**src/design/bti_pkg.sv**
```systemverilog
// Shared constants, codes and controller/datapath types for the
// bilinear table interpolator. No dependencies.
package bti_pkg;
  localparam int VALUE_BITS  = 32;
  localparam int MAX_X_KNOTS = 16;
  localparam int MAX_Y_KNOTS = 16;
  localparam int GRID_DEPTH  = 256;
  localparam int KNOT_AW     = 4;
  localparam int GRID_AW     = 8;
  localparam int CNT_BITS    = 5;
  localparam int W_BITS      = 33;
  localparam int MPL_BITS    = 34;
  localparam int AREA_BITS   = 66;
  localparam int ACC_BITS    = 100;
  localparam int DIVN_BITS   = 99;
  localparam int Q_BITS      = 33;
  localparam int STEP_BITS   = 7;
  localparam int SEARCH_LAST = 14;
  localparam int MUL_STEPS   = 34;
  localparam int DIV_STEPS   = 99;

  localparam logic [1:0] ACT_LOAD_X = 2'd0;
  localparam logic [1:0] ACT_LOAD_Y = 2'd1;
  localparam logic [1:0] ACT_LOAD_G = 2'd2;
  localparam logic [1:0] ACT_QUERY  = 2'd3;

  localparam logic [1:0] ST_OK   = 2'd0;
  localparam logic [1:0] ST_EXTR = 2'd1;
  localparam logic [1:0] ST_ZERO = 2'd2;
  localparam logic [1:0] ST_SAT  = 2'd3;

  localparam logic REG_X_COUNT = 1'b0;
  localparam logic REG_Y_COUNT = 1'b1;

  localparam logic [4:0] OP_IDLE      = 5'd0;
  localparam logic [4:0] OP_LOAD      = 5'd1;
  localparam logic [4:0] OP_START     = 5'd2;
  localparam logic [4:0] OP_SRCH      = 5'd3;
  localparam logic [4:0] OP_EDGE_LO   = 5'd4;
  localparam logic [4:0] OP_EDGE_HI   = 5'd5;
  localparam logic [4:0] OP_FETCH_LO  = 5'd6;
  localparam logic [4:0] OP_FETCH_HI  = 5'd7;
  localparam logic [4:0] OP_WEIGHTS   = 5'd8;
  localparam logic [4:0] OP_AREA_INIT = 5'd9;
  localparam logic [4:0] OP_MUL_STEP  = 5'd10;
  localparam logic [4:0] OP_AREA_DONE = 5'd11;
  localparam logic [4:0] OP_WMUL_INIT = 5'd12;
  localparam logic [4:0] OP_WMUL_DONE = 5'd13;
  localparam logic [4:0] OP_GMUL_INIT = 5'd14;
  localparam logic [4:0] OP_GMUL_DONE = 5'd15;
  localparam logic [4:0] OP_DIV_INIT  = 5'd16;
  localparam logic [4:0] OP_DIV_STEP  = 5'd17;
  localparam logic [4:0] OP_EMIT      = 5'd18;
  localparam logic [4:0] OP_EMIT_ZERO = 5'd19;

  typedef struct packed {
    logic [4:0]           op;
    logic [1:0]           corner;
    logic [STEP_BITS-1:0] step;
  } bti_cmd_t;

  typedef struct packed {
    logic area_zero;
  } bti_stat_t;
endpackage

```
**src/design/bti_ctrl.sv**
```systemverilog
// Controller state machine: takes loads, sequences search, multiplies, divide and emit.
// Depends on bti_pkg.
module bti_ctrl (
  input  logic                clk,
  input  logic                rst,
  input  logic                in_valid,
  input  logic [1:0]          in_action,
  output logic                in_ready,
  output logic                out_valid,
  input  logic                out_ready,
  input  bti_pkg::bti_stat_t  stat,
  output bti_pkg::bti_cmd_t   cmd
);
  localparam logic [4:0] S_IDLE      = 5'd0;
  localparam logic [4:0] S_SRCH      = 5'd1;
  localparam logic [4:0] S_EDGE_LO   = 5'd2;
  localparam logic [4:0] S_EDGE_HI   = 5'd3;
  localparam logic [4:0] S_FETCH_LO  = 5'd4;
  localparam logic [4:0] S_FETCH_HI  = 5'd5;
  localparam logic [4:0] S_WEIGHTS   = 5'd6;
  localparam logic [4:0] S_AREA_INIT = 5'd7;
  localparam logic [4:0] S_AREA_MUL  = 5'd8;
  localparam logic [4:0] S_AREA_DONE = 5'd9;
  localparam logic [4:0] S_AREA_CHK  = 5'd10;
  localparam logic [4:0] S_WMUL_INIT = 5'd11;
  localparam logic [4:0] S_WMUL      = 5'd12;
  localparam logic [4:0] S_WMUL_DONE = 5'd13;
  localparam logic [4:0] S_GMUL_INIT = 5'd14;
  localparam logic [4:0] S_GMUL      = 5'd15;
  localparam logic [4:0] S_GMUL_DONE = 5'd16;
  localparam logic [4:0] S_DIV_INIT  = 5'd17;
  localparam logic [4:0] S_DIV       = 5'd18;
  localparam logic [4:0] S_EMIT      = 5'd19;

  localparam logic [bti_pkg::STEP_BITS-1:0] SRCH_END =
    bti_pkg::STEP_BITS'(bti_pkg::SEARCH_LAST);
  localparam logic [bti_pkg::STEP_BITS-1:0] MUL_END =
    bti_pkg::STEP_BITS'(bti_pkg::MUL_STEPS - 1);
  localparam logic [bti_pkg::STEP_BITS-1:0] DIV_END =
    bti_pkg::STEP_BITS'(bti_pkg::DIV_STEPS - 1);

  logic [4:0]                      state, state_next;
  logic [bti_pkg::STEP_BITS-1:0]   cnt, cnt_next;
  logic [1:0]                      corner, corner_next;
  logic                            zero_res, zero_res_next;
  logic                            out_valid_next;

  assign in_ready = (state == S_IDLE);

  always_comb begin
    state_next     = state;
    cnt_next       = cnt;
    corner_next    = corner;
    zero_res_next  = zero_res;
    out_valid_next = out_valid && !out_ready;
    cmd.op         = bti_pkg::OP_IDLE;
    cmd.corner     = corner;
    cmd.step       = cnt;
    unique case (state)
      S_IDLE: begin
        if (in_valid) begin
          if (in_action == bti_pkg::ACT_QUERY) begin
            cmd.op     = bti_pkg::OP_START;
            cnt_next   = bti_pkg::STEP_BITS'(1);
            state_next = S_SRCH;
          end else begin
            cmd.op = bti_pkg::OP_LOAD;
          end
        end
      end
      S_SRCH: begin
        cmd.op = bti_pkg::OP_SRCH;
        if (cnt == SRCH_END) begin
          state_next = S_EDGE_LO;
        end else begin
          cnt_next = cnt + 1'b1;
        end
      end
      S_EDGE_LO: begin
        cmd.op     = bti_pkg::OP_EDGE_LO;
        state_next = S_EDGE_HI;
      end
      S_EDGE_HI: begin
        cmd.op     = bti_pkg::OP_EDGE_HI;
        state_next = S_FETCH_LO;
      end
      S_FETCH_LO: begin
        cmd.op     = bti_pkg::OP_FETCH_LO;
        state_next = S_FETCH_HI;
      end
      S_FETCH_HI: begin
        cmd.op     = bti_pkg::OP_FETCH_HI;
        state_next = S_WEIGHTS;
      end
      S_WEIGHTS: begin
        cmd.op     = bti_pkg::OP_WEIGHTS;
        state_next = S_AREA_INIT;
      end
      S_AREA_INIT: begin
        cmd.op     = bti_pkg::OP_AREA_INIT;
        cnt_next   = '0;
        state_next = S_AREA_MUL;
      end
      S_AREA_MUL: begin
        cmd.op = bti_pkg::OP_MUL_STEP;
        if (cnt == MUL_END) begin
          state_next = S_AREA_DONE;
        end else begin
          cnt_next = cnt + 1'b1;
        end
      end
      S_AREA_DONE: begin
        cmd.op     = bti_pkg::OP_AREA_DONE;
        state_next = S_AREA_CHK;
      end
      S_AREA_CHK: begin
        corner_next = 2'd0;
        if (stat.area_zero) begin
          zero_res_next = 1'b1;
          state_next    = S_EMIT;
        end else begin
          zero_res_next = 1'b0;
          state_next    = S_WMUL_INIT;
        end
      end
      S_WMUL_INIT: begin
        cmd.op     = bti_pkg::OP_WMUL_INIT;
        cnt_next   = '0;
        state_next = S_WMUL;
      end
      S_WMUL: begin
        cmd.op = bti_pkg::OP_MUL_STEP;
        if (cnt == MUL_END) begin
          state_next = S_WMUL_DONE;
        end else begin
          cnt_next = cnt + 1'b1;
        end
      end
      S_WMUL_DONE: begin
        cmd.op     = bti_pkg::OP_WMUL_DONE;
        state_next = S_GMUL_INIT;
      end
      S_GMUL_INIT: begin
        cmd.op     = bti_pkg::OP_GMUL_INIT;
        cnt_next   = '0;
        state_next = S_GMUL;
      end
      S_GMUL: begin
        cmd.op = bti_pkg::OP_MUL_STEP;
        if (cnt == MUL_END) begin
          state_next = S_GMUL_DONE;
        end else begin
          cnt_next = cnt + 1'b1;
        end
      end
      S_GMUL_DONE: begin
        cmd.op = bti_pkg::OP_GMUL_DONE;
        if (corner == 2'd3) begin
          state_next = S_DIV_INIT;
        end else begin
          corner_next = corner + 1'b1;
          state_next  = S_WMUL_INIT;
        end
      end
      S_DIV_INIT: begin
        cmd.op     = bti_pkg::OP_DIV_INIT;
        cnt_next   = '0;
        state_next = S_DIV;
      end
      S_DIV: begin
        cmd.op = bti_pkg::OP_DIV_STEP;
        if (cnt == DIV_END) begin
          state_next = S_EMIT;
        end else begin
          cnt_next = cnt + 1'b1;
        end
      end
      S_EMIT: begin
        if (!out_valid || out_ready) begin
          cmd.op         = zero_res ? bti_pkg::OP_EMIT_ZERO : bti_pkg::OP_EMIT;
          out_valid_next = 1'b1;
          state_next     = S_IDLE;
        end
      end
      default: begin
        state_next = S_IDLE;
      end
    endcase
  end

  always_ff @(posedge clk) begin
    if (rst) begin
      state     <= S_IDLE;
      cnt       <= '0;
      corner    <= 2'd0;
      zero_res  <= 1'b0;
      out_valid <= 1'b0;
    end else begin
      state     <= state_next;
      cnt       <= cnt_next;
      corner    <= corner_next;
      zero_res  <= zero_res_next;
      out_valid <= out_valid_next;
    end
  end
endmodule

```
**config.mk**
```make
export PLATFORM = sky130hd
export DESIGN_NAME = bti_ctrl
export DESIGN_NICKNAME = d
export VERILOG_FILES = /design/src/design/bti_pkg.sv /design/src/design/bti_ctrl.sv
export SDC_FILE = /design/constraint.sdc
export NUM_CORES = 1
export LEC_CHECK = 0
export ABC_AREA = 1
export BUFFER_PORTS_ARGS = -buffer_cell sky130_fd_sc_hd__buf_2
export CAP_MARGIN = 20
export CORE_ASPECT_RATIO = 1.4
export CORE_MARGIN = 2
export CORE_UTILIZATION = 45
export CTS_CLUSTER_DIAMETER = 80
export DETAILED_ROUTE_END_ITERATION = 7
export PLACE_DENSITY = 0.71
export SYNTH_ARGS = -nofsm -noshare
export SYNTH_HDL_FRONTEND = slang
export SYNTH_SLANG_ARGS = --single-unit
```
**constraint.sdc**
```tcl
create_clock -name clk -period 1.8 [get_ports clk]
set_input_delay 0.36 -clock clk [delete_from_list [all_inputs] [get_ports clk]]
set_output_delay 0.36 -clock clk [all_outputs]
set_load 0.02 [all_outputs]
```
==> out/qor.yml <==
sta:
  final-setup-viol-count: 3
  maxSlewHeadroom: 0.775
  timing.final.max_slew_violations: 0
  worst_pin_slew_ns: 0.335
  period_share: 1.02
  rsz0062_at_grt: "yes"
  fin_crit_ns: 1.84
  fmax_mhz: 545
  final.setup_skew_ns: 0.00181
  finalHoldViolations: 0
  fin_ws_ns: -0.0361
placement:
  port-buffer-count: 22
  post-dp-hpwl_mm: 3.39
  routabilityCongestion: 0.923
  place_area_sq_um: 1730
grt:
  grt_pass1_vias: 1530
  antenna_found_initial: 0
  grt-ovfl-total: 0
  globalRouteMet3Util: 0.0271
  grt_max_degree: 11
  grt_first_pass_wirelength_mm: 6.84
  use_met2: 0.467
  grtUsageMet1: 0.266
  busiest_layer: "met2"
  track_usage: 0.248
clocking:
  cts_tree: "built"
  cts.clk_slew.worst_paths_ns: 0.07
  cts.sinks: 16
  clk_latency_ns: 0.26
  cts_buffers: 3
  ctsHoldBuffers: 0
  cts_root_buffer: "clkbuf_8"
  cts_max_path_buffers: 2
  cts-htree-levels: 1
layout:
  diodes: 0
  fin_area_sq_um: 1950
  drive_gt1_frac: 0.399
  final_net_count: 298
  syn2layout_area_growth_pct: 33.3
worst_setup_path:
  cp.arrival_ns: 1.48
  path_cells: "nor2_4 > nand2_2 > nor2_4 > inv_2 > nor2_4 > nor4_2 > nand3_1 > buf_6"
  worstPathRequired_ns: 1.44
  worst-path-max-fanout: 5
  cp_slowest_cell: "dfxtp_4"
  critical_path_class: "reg -> out"
  crit_buf_inv: 2
  rr_worst_depth: 9
  crit_path_end_kind: "output pin"
  crit_family: "simple AND/OR/NAND/NOR gates"
  crit_path_max_incr_delay_ns: 0.39
  critical_path_depth: 8
  crit_top_cell: "nor2_4"
  worst_setup_path_start_kind: "flip-flop"
detailed_routing:
  wl_mm: 4.24
  firstDrtPassIters: 4
  drt_iter0_drc: 35
  vias_per_cell: 4.99
  antenna_left: 0
  avgRoutedWirePerCell_um: 13.0
  vias: 1622
  route.detailed.drc: 0
synth:
  synth_top_area_frac: 0.219
  ys_warn_count: 0
  synthTopCellsByArea: "dfxtp_1, nand2_1, nand3_1, nor2_1, nor2_2"
  post-synth-top-area-cell: "dfxtp_1"
  syn_area_sq_um: 1460
  synthCells: 240
  synth-seq-cells: 16
  ys_types: 30
  syn_nets: 251
  ys_seq_area_frac: 0.219
  syn_avg_cell_area_sq_um: 6.09
hold_path:
  holdPathStages: 3
  hold_class: "in -> reg"
pwr:
  ir_worst_vdd_uv: 707
  p_leak_nw: 0.979
  combPwrFrac: 0.601
  seq_power_share: 0.243
  switching_share: 0.478
  p_clk_frac: 0.156
  report.power.total_mw: 2.14
  p_sw_mw: 1.02
  intPower_mw: 1.12
  p_per_area_nw_per_um2: 1100
floorplanning:
  core_sq_um: 3120
  die_w_um: 52.2
  die_h_um: 71.5
  initial_core_util: 0.468
  die-area_sq_um: 3730
  num_rows: 24
  io_pins: 23
job:
  maxCapViolCount: 0
status:
  violations: "setup timing"
  status: "finished with violations"
-- worst paths after layout --
check	slack, ns	endpoint	start
max	-0.04	cmd[10]	state[2]
min	0.40	zero_res	stat
max reg2reg	0.13	state[1]	cnt[0]
min reg2reg	0.49	zero_res	zero_res
-- cell families after synthesis --
group	count (synthesis)	synth area share
DFF	16	0.219
adders and majority gates	4	0.0342
and+or+nand+nor	159	0.537
AOI/OAI and AO/OA	23	0.0932
xor gates and xnor gates	4	0.0240
buffers and inverters	34	0.0924
-- worst min-delay path, cell delays in order --
cell and delay, ns:
buf_2 0.10, nand2_1 0.08, a21oi_1 0.06
-- metrics by stage --
| step | util | TNS [ns] | cells | hold WS [ns] | setup WS (ns) |
|---|---|---|---|---|---|
| floorplan | - | 0 | 240 | 0.439 | 0.0651 |
| global placement | 0.555 | -0.0888 | 315 | 0.460 | -0.0825 |
| detailed placement | 0.555 | -0.0547 | 315 | 0.464 | -0.0547 |
| CTS | 0.604 | -0.0733 | 322 | 0.397 | -0.0550 |
| global route | 0.624 | -0.267 | 325 | 0.426 | -0.0954 |
| finish | 0.624 | -0.0528 | 325 | 0.399 | -0.0361 |
-- power groups by stage --
| stage | registers (mW) | logic [mW] | clock network (mW) |
|---|---|---|---|
| floorplan | 0.599 | 0.739 | 0 |
| global placement | 0.513 | 1.17 | 0 |
| detailed placement | 0.516 | 1.17 | 0 |
| CTS | 0.519 | 1.24 | 0.338 |
| global route | 0.532 | 1.42 | 0.350 |
| finish | 0.521 | 1.29 | 0.334 |
-- Yosys cell counts, drive strengths merged --
cell	number
xor2	3
nor3	2
ha	4
nand2	71
a32oi	1
a21oi	13
o21ai	7
o2111ai	1
buf	3
nor4	1
dfxtp	16
nand4	4
xnor2	1
inv	31
nand3b	1
nor2	52
a21boi	1
nand3	28
-- repair_timing --
| item | CTS | global route |
|---|---|---|
| buffers inserted | 3 | 3 |
| setup endpoints to repair | 5 | 5 |
| resized for setup | 31 | 12 |
| cloned | 0 | 0 |
| pin swaps | 8 | 7 |
-- flip-flops by register name, summed over array words and instances, names as in the netlist --
name       count
zero_res       1
cnt            7
out_valid      1
state          5
corner         2
-- layer usage --
layer | up-vias | routed length [um]
li1 | 858 | -
met2 | 30 | 2320
met5 | - | 0
met4 | 0 | 127
met1 | 723 | 1700
met3 | 11 | 96
-- cells in the final DEF, fill, tap and decap left out, drive strengths merged --
cell type	n
o2111ai	1
inv	31
nand3	28
a32oi	1
xnor2	1
nand3b	1
dfxtp	16
buf	45
nor4	1
o21ai	7
nand2	71
a21oi	13
a21boi	1
nor3	2
nand4	4
clkbuf	4
nor2	52
ha	4
xor2	3
-- cell type report --
class,instances,area (sq um)
repair buffers,45,300
clock buffers,4,55.1
well taps,39,48.8
inverters,31,119
multi-input cells,190,1090
fillers,316,1170
flip-flops and latches,16,339
No activity file was read; power rests on OpenSTA's default activity.
